`src/rtl/core/rcsd_pkg.sv`:
```
// Shared types and constants for the clipped RLE8 span decoder.
// Used by every module of the block; depends on nothing.
`default_nettype none
package rcsd_pkg;

    // Configuration register indexes.
    localparam logic [2:0] REG_DST_LEFT    = 3'd0;
    localparam logic [2:0] REG_DST_BOTTOM  = 3'd1;
    localparam logic [2:0] REG_CLIP_LEFT   = 3'd2;
    localparam logic [2:0] REG_CLIP_RIGHT  = 3'd3;
    localparam logic [2:0] REG_CLIP_TOP    = 3'd4;
    localparam logic [2:0] REG_CLIP_BOTTOM = 3'd5;

    // A zero count byte introduces an escape; the next byte picks which one.
    localparam logic [7:0] RLE_ESCAPE = 8'd0;
    localparam logic [7:0] ESC_EOL    = 8'd0;
    localparam logic [7:0] ESC_EOB    = 8'd1;
    localparam logic [7:0] ESC_DELTA  = 8'd2;

    localparam int QUEUE_DEPTH = 4;
    localparam int QUEUE_PTR_W = $clog2(QUEUE_DEPTH);

    typedef struct packed {
        logic signed [15:0] dst_left;
        logic signed [15:0] dst_bottom;
        logic [14:0]        clip_left;
        logic [14:0]        clip_right;
        logic [14:0]        clip_top;
        logic [14:0]        clip_bottom;
    } cfg_t;

    // One span word. Between front and back, len is the unclipped run length.
    typedef struct packed {
        logic               done;
        logic signed [15:0] row;
        logic signed [15:0] x;
        logic [7:0]         len;
        logic [7:0]         value;
    } span_t;

endpackage
`default_nettype wire

```
`src/rtl/core/rle8_clipped_span_decoder_top.sv`:
```
// Top level of the clipped RLE8 span decoder: configuration registers,
// front end, word queue and back end. Depends on rcsd_pkg, rcsd_front, rcsd_queue, rcsd_back.
//
// Bytes of a BI_RLE8 stream enter through push/full, one per cycle while full is low, and span
// writes (row, x, len, value) or a final done word leave through empty/pop.
// The front end decodes one byte per clock while full is low and passes unclipped runs into a
// four-word queue; the back end clips one run per clock while the result queue has room into a
// four-word result queue, so the block sustains one byte per cycle while results are taken, and
// a result passes through the run queue and then the result queue after the byte that caused it.
// full rises only when the run queue is full. Configuration writes through
// wr_en/wr_index/wr_data take effect at the next clock and should be made
// while no words are in flight.
`default_nettype none
module rle8_clipped_span_decoder_top (
    input  wire logic               clk,
    input  wire logic               rst_n,
    input  wire logic               wr_en,
    input  wire logic [2:0]         wr_index,
    input  wire logic [15:0]        wr_data,
    input  wire logic               push,
    output logic                    full,
    input  wire logic [7:0]         rle_byte,
    input  wire logic               first,
    output logic                    empty,
    input  wire logic               pop,
    output logic signed [15:0]      span_row,
    output logic signed [15:0]      span_x,
    output logic [7:0]              span_len,
    output logic [7:0]              span_value,
    output logic                    done_res
);
    import rcsd_pkg::*;

    cfg_t  cfg_reg;
    logic  accept;
    logic  cmd_push;
    span_t cmd_in;
    logic  cmd_full;
    logic  cmd_pop;
    span_t cmd_out;
    logic  cmd_empty;
    span_t res_data;

    always_ff @(posedge clk or negedge rst_n)
    begin
        if (!rst_n)
        begin
            cfg_reg <= '0;
        end
        else if (wr_en)
        begin
            unique case (wr_index)
                REG_DST_LEFT:    cfg_reg.dst_left    <= wr_data;
                REG_DST_BOTTOM:  cfg_reg.dst_bottom  <= wr_data;
                REG_CLIP_LEFT:   cfg_reg.clip_left   <= wr_data[14:0];
                REG_CLIP_RIGHT:  cfg_reg.clip_right  <= wr_data[14:0];
                REG_CLIP_TOP:    cfg_reg.clip_top    <= wr_data[14:0];
                REG_CLIP_BOTTOM: cfg_reg.clip_bottom <= wr_data[14:0];
                default:         cfg_reg             <= cfg_reg;
            endcase
        end
    end

    assign full   = cmd_full;
    assign accept = push && !cmd_full;

    rcsd_front u_front (
        .clk      (clk),
        .rst_n    (rst_n),
        .cfg      (cfg_reg),
        .accept   (accept),
        .rle_byte (rle_byte),
        .first    (first),
        .cmd_push (cmd_push),
        .cmd_data (cmd_in)
    );

    rcsd_queue u_cmd_queue (
        .clk       (clk),
        .rst_n     (rst_n),
        .push      (cmd_push),
        .push_data (cmd_in),
        .full      (cmd_full),
        .pop       (cmd_pop),
        .pop_data  (cmd_out),
        .empty     (cmd_empty)
    );

    rcsd_back u_back (
        .clk       (clk),
        .rst_n     (rst_n),
        .cfg       (cfg_reg),
        .cmd_empty (cmd_empty),
        .cmd_data  (cmd_out),
        .cmd_pop   (cmd_pop),
        .res_data  (res_data),
        .res_empty (empty),
        .res_pop   (pop)
    );

    assign span_row   = res_data.row;
    assign span_x     = res_data.x;
    assign span_len   = res_data.len;
    assign span_value = res_data.value;
    assign done_res   = res_data.done;

endmodule
`default_nettype wire

```
`src/rtl/core/rcsd_queue.sv`:
```
// Small first-in first-out queue of span words.
// Depends on rcsd_pkg for the word type and depth.
`default_nettype none
module rcsd_queue (
    input  wire logic          clk,
    input  wire logic          rst_n,
    input  wire logic          push,
    input  rcsd_pkg::span_t    push_data,
    output logic               full,
    input  wire logic          pop,
    output rcsd_pkg::span_t    pop_data,
    output logic               empty
);
    import rcsd_pkg::*;

    span_t                  mem [QUEUE_DEPTH];
    logic [QUEUE_PTR_W-1:0] wr_ptr_reg;
    logic [QUEUE_PTR_W-1:0] rd_ptr_reg;
    logic [QUEUE_PTR_W:0]   count_reg;
    logic                   do_push;
    logic                   do_pop;

    assign full     = (count_reg == (QUEUE_PTR_W+1)'(QUEUE_DEPTH));
    assign empty    = (count_reg == '0);
    assign do_push  = push && !full;
    assign do_pop   = pop && !empty;
    assign pop_data = mem[rd_ptr_reg];

    always_ff @(posedge clk)
    begin
        if (do_push)
        begin
            mem[wr_ptr_reg] <= push_data;
        end
    end

    always_ff @(posedge clk or negedge rst_n)
    begin
        if (!rst_n)
        begin
            wr_ptr_reg <= '0;
            rd_ptr_reg <= '0;
            count_reg  <= '0;
        end
        else
        begin
            if (do_push)
            begin
                wr_ptr_reg <= wr_ptr_reg + 1'b1;
            end
            if (do_pop)
            begin
                rd_ptr_reg <= rd_ptr_reg + 1'b1;
            end
            if (do_push && !do_pop)
            begin
                count_reg <= count_reg + 1'b1;
            end
            else if (do_pop && !do_push)
            begin
                count_reg <= count_reg - 1'b1;
            end
        end
    end

endmodule
`default_nettype wire

```
`src/rtl/core/rcsd_front.sv`:
```
// Front end: parses the RLE8 byte stream and tracks the drawing position.
// Emits unclipped span words and done words; depends on rcsd_pkg.
`default_nettype none
module rcsd_front (
    input  wire logic          clk,
    input  wire logic          rst_n,
    input  rcsd_pkg::cfg_t     cfg,
    input  wire logic          accept,
    input  wire logic [7:0]    rle_byte,
    input  wire logic          first,
    output logic               cmd_push,
    output rcsd_pkg::span_t    cmd_data
);
    import rcsd_pkg::*;

    localparam logic [2:0] PH_IDLE  = 3'd0;
    localparam logic [2:0] PH_COUNT = 3'd1;
    localparam logic [2:0] PH_VALUE = 3'd2;
    localparam logic [2:0] PH_ESC   = 3'd3;
    localparam logic [2:0] PH_DX    = 3'd4;
    localparam logic [2:0] PH_DY    = 3'd5;
    localparam logic [2:0] PH_LIT   = 3'd6;
    localparam logic [2:0] PH_PAD   = 3'd7;

    logic [2:0]  phase_reg,    phase_next;
    logic [15:0] cur_x_reg,    cur_x_next;
    logic [15:0] cur_row_reg,  cur_row_next;
    logic [7:0]  held_reg,     held_next;
    logic [7:0]  lit_left_reg, lit_left_next;
    logic        pad_reg,      pad_next;
    logic        finished_reg, finished_next;

    logic [2:0]  eff_phase;
    logic [15:0] eff_x;
    logic [15:0] eff_row;
    logic        eff_finished;
    logic [15:0] start_row;
    logic [15:0] row_dec;
    logic [15:0] row_sub;
    logic [7:0]  lit_dec;
    logic        start_below;
    logic        dec_below;
    logic        sub_below;

    assign start_row   = cfg.dst_bottom - 16'd1;
    assign eff_phase   = first ? PH_COUNT : phase_reg;
    assign eff_x       = first ? cfg.dst_left : cur_x_reg;
    assign eff_row     = first ? start_row : cur_row_reg;
    assign eff_finished = first ? 1'b0 : finished_reg;
    assign row_dec     = eff_row - 16'd1;
    assign row_sub     = eff_row - {8'd0, rle_byte};
    assign lit_dec     = lit_left_reg - 8'd1;
    assign start_below = $signed(start_row) < $signed({1'b0, cfg.clip_top});
    assign dec_below   = $signed(row_dec) < $signed({1'b0, cfg.clip_top});
    assign sub_below   = $signed(row_sub) < $signed({1'b0, cfg.clip_top});

    always_comb
    begin
        phase_next    = phase_reg;
        cur_x_next    = cur_x_reg;
        cur_row_next  = cur_row_reg;
        held_next     = held_reg;
        lit_left_next = lit_left_reg;
        pad_next      = pad_reg;
        finished_next = finished_reg;
        cmd_push      = 1'b0;
        cmd_data      = '0;
        if (accept)
        begin
            if (first)
            begin
                phase_next    = PH_COUNT;
                cur_x_next    = eff_x;
                cur_row_next  = eff_row;
                held_next     = '0;
                lit_left_next = '0;
                pad_next      = 1'b0;
                finished_next = 1'b0;
            end
            if (first && start_below)
            begin
                phase_next    = PH_IDLE;
                finished_next = 1'b1;
                cmd_push      = 1'b1;
                cmd_data.done = 1'b1;
            end
            else if (!eff_finished)
            begin
                unique case (eff_phase)
                    PH_COUNT:
                    begin
                        if (rle_byte == RLE_ESCAPE)
                        begin
                            phase_next = PH_ESC;
                        end
                        else
                        begin
                            held_next  = rle_byte;
                            phase_next = PH_VALUE;
                        end
                    end
                    PH_VALUE:
                    begin
                        phase_next     = PH_COUNT;
                        cur_x_next     = eff_x + {8'd0, held_reg};
                        cmd_push       = (rle_byte != 8'd0);
                        cmd_data.row   = eff_row;
                        cmd_data.x     = eff_x;
                        cmd_data.len   = held_reg;
                        cmd_data.value = rle_byte;
                    end
                    PH_ESC:
                    begin
                        priority if (rle_byte == ESC_EOL)
                        begin
                            cur_row_next = row_dec;
                            cur_x_next   = cfg.dst_left;
                            phase_next   = PH_COUNT;
                            if (dec_below)
                            begin
                                phase_next    = PH_IDLE;
                                finished_next = 1'b1;
                                cmd_push      = 1'b1;
                                cmd_data.done = 1'b1;
                            end
                        end
                        else if (rle_byte == ESC_EOB)
                        begin
                            phase_next    = PH_IDLE;
                            finished_next = 1'b1;
                            cmd_push      = 1'b1;
                            cmd_data.done = 1'b1;
                        end
                        else if (rle_byte == ESC_DELTA)
                        begin
                            phase_next = PH_DX;
                        end
                        else
                        begin
                            lit_left_next = rle_byte;
                            pad_next      = rle_byte[0];
                            phase_next    = PH_LIT;
                        end
                    end
                    PH_DX:
                    begin
                        cur_x_next = eff_x + {8'd0, rle_byte};
                        phase_next = PH_DY;
                    end
                    PH_DY:
                    begin
                        cur_row_next = row_sub;
                        phase_next   = PH_COUNT;
                        if (sub_below)
                        begin
                            phase_next    = PH_IDLE;
                            finished_next = 1'b1;
                            cmd_push      = 1'b1;
                            cmd_data.done = 1'b1;
                        end
                    end
                    PH_LIT:
                    begin
                        cur_x_next    = eff_x + 16'd1;
                        lit_left_next = lit_dec;
                        if (lit_dec == 8'd0)
                        begin
                            phase_next = pad_reg ? PH_PAD : PH_COUNT;
                        end
                        // A literal pixel is a run of one and is clipped the same way.
                        cmd_push       = (rle_byte != 8'd0);
                        cmd_data.row   = eff_row;
                        cmd_data.x     = eff_x;
                        cmd_data.len   = 8'd1;
                        cmd_data.value = rle_byte;
                    end
                    PH_PAD:
                    begin
                        pad_next   = 1'b0;
                        phase_next = PH_COUNT;
                    end
                    default:
                    begin
                        phase_next = phase_reg;
                    end
                endcase
            end
        end
    end

    always_ff @(posedge clk or negedge rst_n)
    begin
        if (!rst_n)
        begin
            phase_reg    <= PH_IDLE;
            cur_x_reg    <= '0;
            cur_row_reg  <= '0;
            held_reg     <= '0;
            lit_left_reg <= '0;
            pad_reg      <= 1'b0;
            finished_reg <= 1'b1;
        end
        else
        begin
            phase_reg    <= phase_next;
            cur_x_reg    <= cur_x_next;
            cur_row_reg  <= cur_row_next;
            held_reg     <= held_next;
            lit_left_reg <= lit_left_next;
            pad_reg      <= pad_next;
            finished_reg <= finished_next;
        end
    end

endmodule
`default_nettype wire

```
`src/rtl/core/rcsd_back.sv`:
```
// Back end: clips span words against the window and queues the results.
// Depends on rcsd_pkg and rcsd_queue.
`default_nettype none
module rcsd_back (
    input  wire logic          clk,
    input  wire logic          rst_n,
    input  rcsd_pkg::cfg_t     cfg,
    input  wire logic          cmd_empty,
    input  rcsd_pkg::span_t    cmd_data,
    output logic               cmd_pop,
    output rcsd_pkg::span_t    res_data,
    output logic               res_empty,
    input  wire logic          res_pop
);
    import rcsd_pkg::*;

    logic signed [16:0] x_start;
    logic signed [16:0] x_end;
    logic signed [16:0] lim_left;
    logic signed [16:0] lim_right;
    logic signed [16:0] s_col;
    logic signed [16:0] e_col;
    logic signed [16:0] width;
    logic               row_ok;
    logic               visible;
    logic               res_full;
    logic               res_push;
    span_t              res_word;

    // Column limits are worked out in 17 bits so distances never wrap.
    assign x_start   = {cmd_data.x[15], cmd_data.x};
    assign x_end     = x_start + $signed({9'd0, cmd_data.len});
    assign lim_left  = $signed({2'b00, cfg.clip_left});
    assign lim_right = $signed({2'b00, cfg.clip_right});
    assign s_col     = (x_start > lim_left) ? x_start : lim_left;
    assign e_col     = (x_end < lim_right) ? x_end : lim_right;
    assign width     = e_col - s_col;
    assign row_ok    = cmd_data.row < $signed({1'b0, cfg.clip_bottom});
    assign visible   = row_ok && (e_col > s_col);

    always_comb
    begin
        res_word = '0;
        if (cmd_data.done)
        begin
            res_word.done = 1'b1;
        end
        else
        begin
            res_word.row   = cmd_data.row;
            res_word.x     = s_col[15:0];
            res_word.len   = width[7:0];
            res_word.value = cmd_data.value;
        end
    end

    assign cmd_pop  = !cmd_empty && !res_full;
    assign res_push = cmd_pop && (cmd_data.done || visible);

    rcsd_queue u_res_queue (
        .clk       (clk),
        .rst_n     (rst_n),
        .push      (res_push),
        .push_data (res_word),
        .full      (res_full),
        .pop       (res_pop),
        .pop_data  (res_data),
        .empty     (res_empty)
    );

endmodule
`default_nettype wire
```
`config.mk`:
```
export PLATFORM = sky130hd
export DESIGN_NAME = rle8_clipped_span_decoder_top
export DESIGN_NICKNAME = d
export VERILOG_FILES = /design/src/rtl/core/rcsd_pkg.sv /design/src/rtl/core/rle8_clipped_span_decoder_top.sv /design/src/rtl/core/rcsd_queue.sv /design/src/rtl/core/rcsd_front.sv /design/src/rtl/core/rcsd_back.sv
export SDC_FILE = /design/constraint.sdc
export NUM_CORES = 1
export LEC_CHECK = 0
export ABC_AREA = 1
export BUFFER_PORTS_ARGS = -buffer_cell sky130_fd_sc_hd__buf_2
export CAP_MARGIN = 20
export CORE_UTILIZATION = 65
export CTS_BUF_LIST = sky130_fd_sc_hd__clkbuf_16
export CTS_CLUSTER_DIAMETER = 150
export DETAILED_ROUTE_END_ITERATION = 10
export PLACE_DENSITY = 0.81
export SYNTH_ARGS = -nofsm -noshare
export SYNTH_HDL_FRONTEND = slang
export SYNTH_SLANG_ARGS = --single-unit
```
`constraint.sdc`:
```
create_clock -name clk -period 15.7 [get_ports clk]
set_clock_uncertainty 0.15 [all_clocks]
set_input_delay 2.355 -clock clk [delete_from_list [all_inputs] [get_ports clk]]
set_output_delay 2.355 -clock clk [all_outputs]
set_load 0.01 [all_outputs]
```
# After elaboration in Yosys (flattened, before gate mapping)
# Memory sizes are Yosys's and may differ from the RTL's.
# Cells that the tools add are included.
[totals] ff_bits=159 ram_bits=392 input_bits=33 elab_cells=173 n_memories=2
[memory_table] name="u_back.u_res_queue.mem" depth=4 width=49 rd=1 rd_clocked_by_memory_dff=0 write_ports=1 line_no="rcsd_queue.sv:16" text="span_t mem [QUEUE_DEPTH];"
[memory_table] name="u_cmd_queue.mem" depth=4 width=49 rd=1 rd_clocked_by_memory_dff=0 write_ports=1 line_no="rcsd_queue.sv:16"
[classes] n_addsub=17 magnitude_cmp=7 eq_ne=16 mux=72 n_reduce_logical=40
[ops] cell="two-way mux 16 bit" n=10
[ops] cell="two-way mux 49 bit" n=2
[ops] cell="two-way mux 48 bit" n=2
[ops] cell="case mux 48 bit (2 select lines)" n=1
[ops] cell="two-way mux 8 bit" n=11
[ops] cell="< comparator 16 bit" n=4
[ops] cell="case mux 16 bit (4 select lines)" n=1
[ops] cell="two-way mux 17 bit" n=2
[ops] cell="two-way mux 3 bit" n=11
[ops] cell="adder 16 x 8 -> 16 bit" n=2
[ops] cell="case mux 16 bit (2 select lines)" n=1
[ops] cell="subtractor 16 x 1 -> 16 bit (second input constant)" n=2
[ops] cell="two-way mux 1 bit" n=25
[ops] cell="== test 3 bit (second input constant)" n=8
[ops] cell="case mux 3 bit (6 select lines)" n=1
[ops] cell="adder 16 x 9 -> 17 bit" n=1
[ops] cell="greater-than comparator 17 bit" n=1
[ops] cell="< comparator 17 x 16 -> 1 bit" n=1
[ops] cell="adder 16 x 1 -> 16 bit (second input constant)" n=1
[ops] cell="greater-than comparator 16 bit" n=1
[ops] cell="logical NOT 8 bit" n=2
[ops] cell="case mux 8 bit (2 select lines)" n=1
[ops] cell="nonzero test 8 bit" n=2
[ops] cell="subtractor 16 x 8 -> 16 bit" n=1
[ops] cell="19 further kinds" n=58

# Longest topological paths before layout
[depth] depth_word=15 depth_mapped=54 ltp_nobuf=49

# Modules after synthesis
# From an unflattened synthesis, not the netlist that was laid out.
[hier_totals] cells_unflattened=3436 area_unflattened_um2=30732.0
[by_module_without_submodules] mod="rcsd_queue at u_back.u_res_queue" instances=1 cells_per_inst=633 area_each_um2=8205.4 seq_area_each_um2=6060.8
[by_module_without_submodules] mod="rcsd_queue at u_cmd_queue" instances=1 cells_per_inst=633 area_each_um2=8177.8 seq_area_each_um2=6060.8
[by_module_without_submodules] mod="rcsd_front" instances=1 cells_per_inst=1194 area_each_um2=7427.1 seq_area_each_um2=1327.5
[by_module_without_submodules] mod="rle8_clipped_span_decoder_top" instances=1 cells_per_inst=411 area_each_um2=3629.7 seq_area_each_um2=2302.2
[by_module_without_submodules] mod="rcsd_back" instances=1 cells_per_inst=565 area_each_um2=3291.9 seq_area_each_um2=0.0

# Worst setup path before layout
# No wires, ideal clock.
[synth_path] kind="register to register" from="register u_cmd_queue.rd_ptr_reg[1]" to="memory u_back.u_res_queue.mem[0][0] (netlist bit), enable pin" setup_ns=0.456 arrival_time_ns=8.432 required_ns=15.094 setup_slack_ns=6.662 stages_incl_launch_ff=45 synth_period_minus_slack_ns=9.038 path_cell_list="dfrtp_1 inv_2 buf_2 buf_1 clkbuf_1 clkbuf_1 o21ai_0 o22ai_1 ha_1 fa_1 nand3_1 nand2_1 a21oi_1 o21bai_1 a21oi_1 o21ai_0 nand2_1 nor4_2 (+9 left out) nand3_1 ha_1 clkbuf_1 clkbuf_1 o21ai_0 ha_1 nand2_1 nor3_1 inv_1 nor4_1 nand4_1 nand3_1 o21ai_0 inv_1 nand2_1 nand2_1 nand2_1 nor2_1"
[synth_between] elab_chain_len=11 elab_cells_between_ends=14 cone_classes="add/sub (1); order compare (4); mux (4); reduce/logical (4); memory (1)"
[synth_lines] item="start: declaration" line_no="rcsd_queue.sv:18" text="logic [QUEUE_PTR_W-1:0] rd_ptr_reg;"
[synth_lines] item="start signal: assignment" line_no="rcsd_queue.sv:53" text="rd_ptr_reg <= rd_ptr_reg + 1'b1;"
[synth_lines] item="memory (4 x 49 bit) (*)"
[synth_lines] item="adder 16 x 9 -> 17 bit" line_no="rcsd_back.sv:32" text="assign x_end = x_start + $signed({9'd0, cmd_data.len});"
[synth_lines] item="< comparator 17 x 16 -> 1 bit" line_no="rcsd_back.sv:36" text="assign e_col = (x_end < lim_right) ? x_end : lim_right;"
[synth_lines] item="two-way mux 17 bit" line_no="rcsd_back.sv:36"
[synth_lines] item="greater-than comparator 17 bit" line_no="rcsd_back.sv:39" text="assign visible = row_ok && (e_col > s_col);"
[synth_lines] item="logical AND 1 bit" line_no="rcsd_back.sv:39"
[synth_lines] item="logical OR 1 bit (*)" line_no="rcsd_back.sv:58" text="assign res_push = cmd_pop && (cmd_data.done || visible);"
[synth_lines] item="logical AND 1 bit (*)" line_no="rcsd_back.sv:58"
[synth_lines] item="logical AND 1 bit (*)" line_no="rcsd_queue.sv:25" text="assign do_push = push && !full;"
[synth_lines] item="two-way mux 1 bit (*)" line_no="rcsd_queue.sv:31" text="if (do_push)"
[synth_lines] item="two-way mux 1 bit (not written as such) (*)" line_no="rcsd_queue.sv:33" text="mem[wr_ptr_reg] <= push_data;"
[synth_lines] item="end: declaration" line_no="rcsd_queue.sv:16"
# Every way passes the cells marked *; elsewhere a longest branch is shown, timed or not.

# Worst setup path in the final report
[layout_path] from="register u_cmd_queue.rd_ptr_reg[0]" to="register u_back.u_res_queue.count_reg[2]"
[layout_between] elab_chain_len=12 elab_cells_between_ends=17 cone_classes="add/sub (1); order compare (4); mux (3); reduce/logical (8); memory (1)"
[layout_lines] item="memory (4 x 49 bit) (*)"
[layout_lines] item="adder 16 x 9 -> 17 bit" line_no="rcsd_back.sv:32"
[layout_lines] item="< comparator 17 x 16 -> 1 bit" line_no="rcsd_back.sv:36"
[layout_lines] item="two-way mux 17 bit" line_no="rcsd_back.sv:36"
[layout_lines] item="greater-than comparator 17 bit" line_no="rcsd_back.sv:39"
[layout_lines] item="logical AND 1 bit" line_no="rcsd_back.sv:39"
[layout_lines] item="logical OR 1 bit (*)" line_no="rcsd_back.sv:58"
[layout_lines] item="logical AND 1 bit (*)" line_no="rcsd_back.sv:58"
[layout_lines] item="logical AND 1 bit (*)" line_no="rcsd_queue.sv:25"
[layout_lines] item="net u_back.u_res_queue.do_push" line_no="rcsd_queue.sv:20" text="logic do_push;"
[layout_lines] item="logical NOT 1 bit" line_no="rcsd_queue.sv:59" text="else if (do_pop && !do_push)"
[layout_lines] item="logical AND 1 bit" line_no="rcsd_queue.sv:59"
[layout_lines] item="nonzero test 2 bit (no line)"
[layout_lines] item="end signal: assignment" line_no="rcsd_queue.sv:57" text="count_reg <= count_reg + 1'b1;"
[layout_lines] item="end signal: assignment" line_no="rcsd_queue.sv:61" text="count_reg <= count_reg - 1'b1;"
[layout_lines] item="end: declaration" line_no="rcsd_queue.sv:19" text="logic [QUEUE_PTR_W:0] count_reg;"
# The timed path passes the listed nets; every way through them passes the cells marked *.
# A chain may end at the register's enable or synchronous reset.

==> results.ini <==
[drt]
avgRoutedWirePerCell_um = 20.4
drt_pre_antenna_iters = 6
wirelength_mm = 75.1
remaining_drc_errors = 0
via_per_inst = 6.05
drt-initial-drc-count = 2432
route.antenna.remaining_nets = 0
routed-via-count = 22300

[job]
maxCapViolations = 0

[setup_path]
critPathLaunchType = flop
cp_max_fo = 86
worstRegToRegCells = 47
cp.required_ns = 16.06
crit_path_top_delay_cell = ha_1
arrival_ns = 9.89
end_kind = flop
path_class = reg -> reg
max_stage_delay_ns = 0.73
crit_path_frequent_cell = nand2_1

[clocking]
insertion_delay_ns = 0.62
cts_tree = yes
root_buffer = clkbuf_16
cts_setup_buffers = 0
h-tree-depth = 2
cts_buffers = 55
holdBufCountCts = 0
ctsLongestPathBuffers = 3
clock_sinks = 551
clk_pin_slew_worst_paths_ns = 0.06
cts_resized = 0

[sta]
slew_viol_final = 0
worstMarginPinSlew_ns = 1.02
post-route-min-period_ns = 9.53
hold_viol_final = 0
rsz0062_at_grt = false
setup_viol = 0
relSlewSlack_pct = 31.9
fmax_mhz = 105
setup_ws_ns = 6.17
tns_ns = 0
hold_slack_ns = 0.337
fin_crit_sh_pct = 60.7

[yosys]
synth_ff_type = edfxtp_1
synth_top_area_share_pct = 41.5
synth_area_leaders = edfxtp_1 42%, dfrtp_1 14%, nand2_1 7.1%
yosys_warnings = 0
syn_inst = 3018
synth_edf_count = 392
synth_area_um2 = 28300
synth_seq_cells = 551
async_flop_share_pct = 28.9
yosysSeqAreaShare_pct = 55.6
ys_types = 62
synth.largest_area_cell = edfxtp_1
syn_avg_cell_area_um2 = 9.39

[layout]
stdcell_area_um2 = 31000
final_common_cell = nand2_1
drive_gt1_share_pct = 8.40
num-fill-cells = 3111
mostFrequentLayoutCells = 533 x nand2_1, 399 x o21ai_0, 392 x edfxtp_1
nets = 3244
n_antenna_cell = 0
final_core_util_pct = 72.0
syn2layout_area_growth_pct = 9.51
fin_cells = 3692

[placement]
io_buffers = 83
dpl.cell_count = 3592
post-place-ws_ns = 6.22
place_hpwl_mm = 51.8
placed_area_um2 = 29300
gp_congestion = 0.965

[floorplanning]
start_util_pct = 65.8
dieArea_um2 = 44400
fp.coreArea_um2 = 43100
fp.dieH_um = 211
core.rowCount = 76
dieWidth_um = 211
io_pins = 84

[power]
vdd_drop_max_mv = 0.164
leakagePower_nw = 13.0
power_density_nw_per_um2 = 237
total_power_mw = 7.34

[global_route]
grt_max_degree = 111
grt_pass1_wl_mm = 115
antenna_found_initial = 1
first_global_vias = 21400
overflow = 0
grt_usage_pct = 33.9

[min_path]
worstHoldPathType = reg -> reg
hold_depth = 2

[status]
outcome = finished, final reports clean

[cell usage after synthesis, types with 2 or more instances]
library cell,number
conb_1,2
mux2_2,2
o21ai_4,2
a21o_1,2
buf_2,17
o21ai_1,8
a211oi_1,7
clkinv_1,3
a22o_1,2
inv_1,329
xor2_1,38
nor4_1,4
o31ai_1,3
edfxtp_1,392
nand4_1,18
clkbuf_1,95
dfrtp_1,158
o211ai_1,21
nand2_2,12
o2111ai_1,4
or2_2,7
nand3_1,72
inv_2,16
nor2_1,372
nand2_1,534
nor2_2,13
o21ai_2,2
nor3_1,27
nor2_4,5
o21ai_0,399
a32oi_1,10
o21a_1,5
ha_1,141
a221oi_1,2
a21oi_1,123
a31oi_1,4
o221ai_1,10
o21bai_1,5
nand3b_1,3
a22oi_1,16
fa_1,6
buf_1,5
xnor2_1,8
o22ai_1,94
nand3_2,3
[per-layer routing]
| layer | up-vias | track usage, % | routed length (um) |
|---|---|---|---|
| li1 | 10400 | - | - |
| met1 | 10600 | 43.6 | 29700 |
| met2 | 1081 | 56.2 | 35600 |
| met3 | 236 | 4.37 | 5670 |
| met4 | 2 | 18.7 | 4110 |
| met5 | - | 0 | 13 |
[worst max-delay path: cells and delay by family (launching register included)]
family	cells	cell delay, ns
xor+xnor	2	0.39
buf+inv	7	1.56
fa+ha+maj	7	2.41
simple gates	17	1.96
flops	1	0.62
compound gates	14	2.25
[where the power goes]
group          leakage, nW  internal [mW]  switching (mW)  total [mW]
Sequential            5.67           2.25           0.182        2.43
Clock                0.919          0.730           0.553        1.28
Combinational         6.40           1.13            2.50        3.63
[worst paths after layout]
kind / start / end / slack, ns
worst max register to register: u_cmd_queue.rd_ptr_reg[0] / u_back.u_res_queue.count_reg[2] / 6.17
worst max-delay path: u_cmd_queue.rd_ptr_reg[0] / u_back.u_res_queue.count_reg[2] / 6.17
worst min register to register: cfg_reg[55] / cfg_reg[55] / 0.34
max in group asynchronous: rst_n / u_cmd_queue.rd_ptr_reg[0] / 12.33
min in group asynchronous: rst_n / cfg_reg[25] / 1.73
worst min-delay path: cfg_reg[55] / cfg_reg[55] / 0.34
[cell families after synthesis]
logic type / after synthesis / synth area share (%)
other: 2 / 0.0265
AO/OA/AOI/OAI: 725 / 14.3
AND/OR/NAND/NOR: 1077 / 15.6
adder cells (fa/ha/maj): 147 / 6.65
multiplexers: 2 / 0.0795
flip-flops: 551 / 55.6
buffers and inverters: 468 / 6.32
XOR/XNOR: 46 / 1.42
[final cells by class]
cell class | instances | area (um2) | share of cell area (%)
sequential | 551 | 15800 | 50.8
clock buffer | 56 | 1400 | 4.52
tap | 585 | 732 | 2.36
inverter | 349 | 1310 | 4.23
clock inverter | 44 | 367 | 1.18
multi-input combinational | 2003 | 10900 | 35.1
timing repair buffer | 104 | 579 | 1.87
Note: power is estimated with default switching activity, not from simulation.
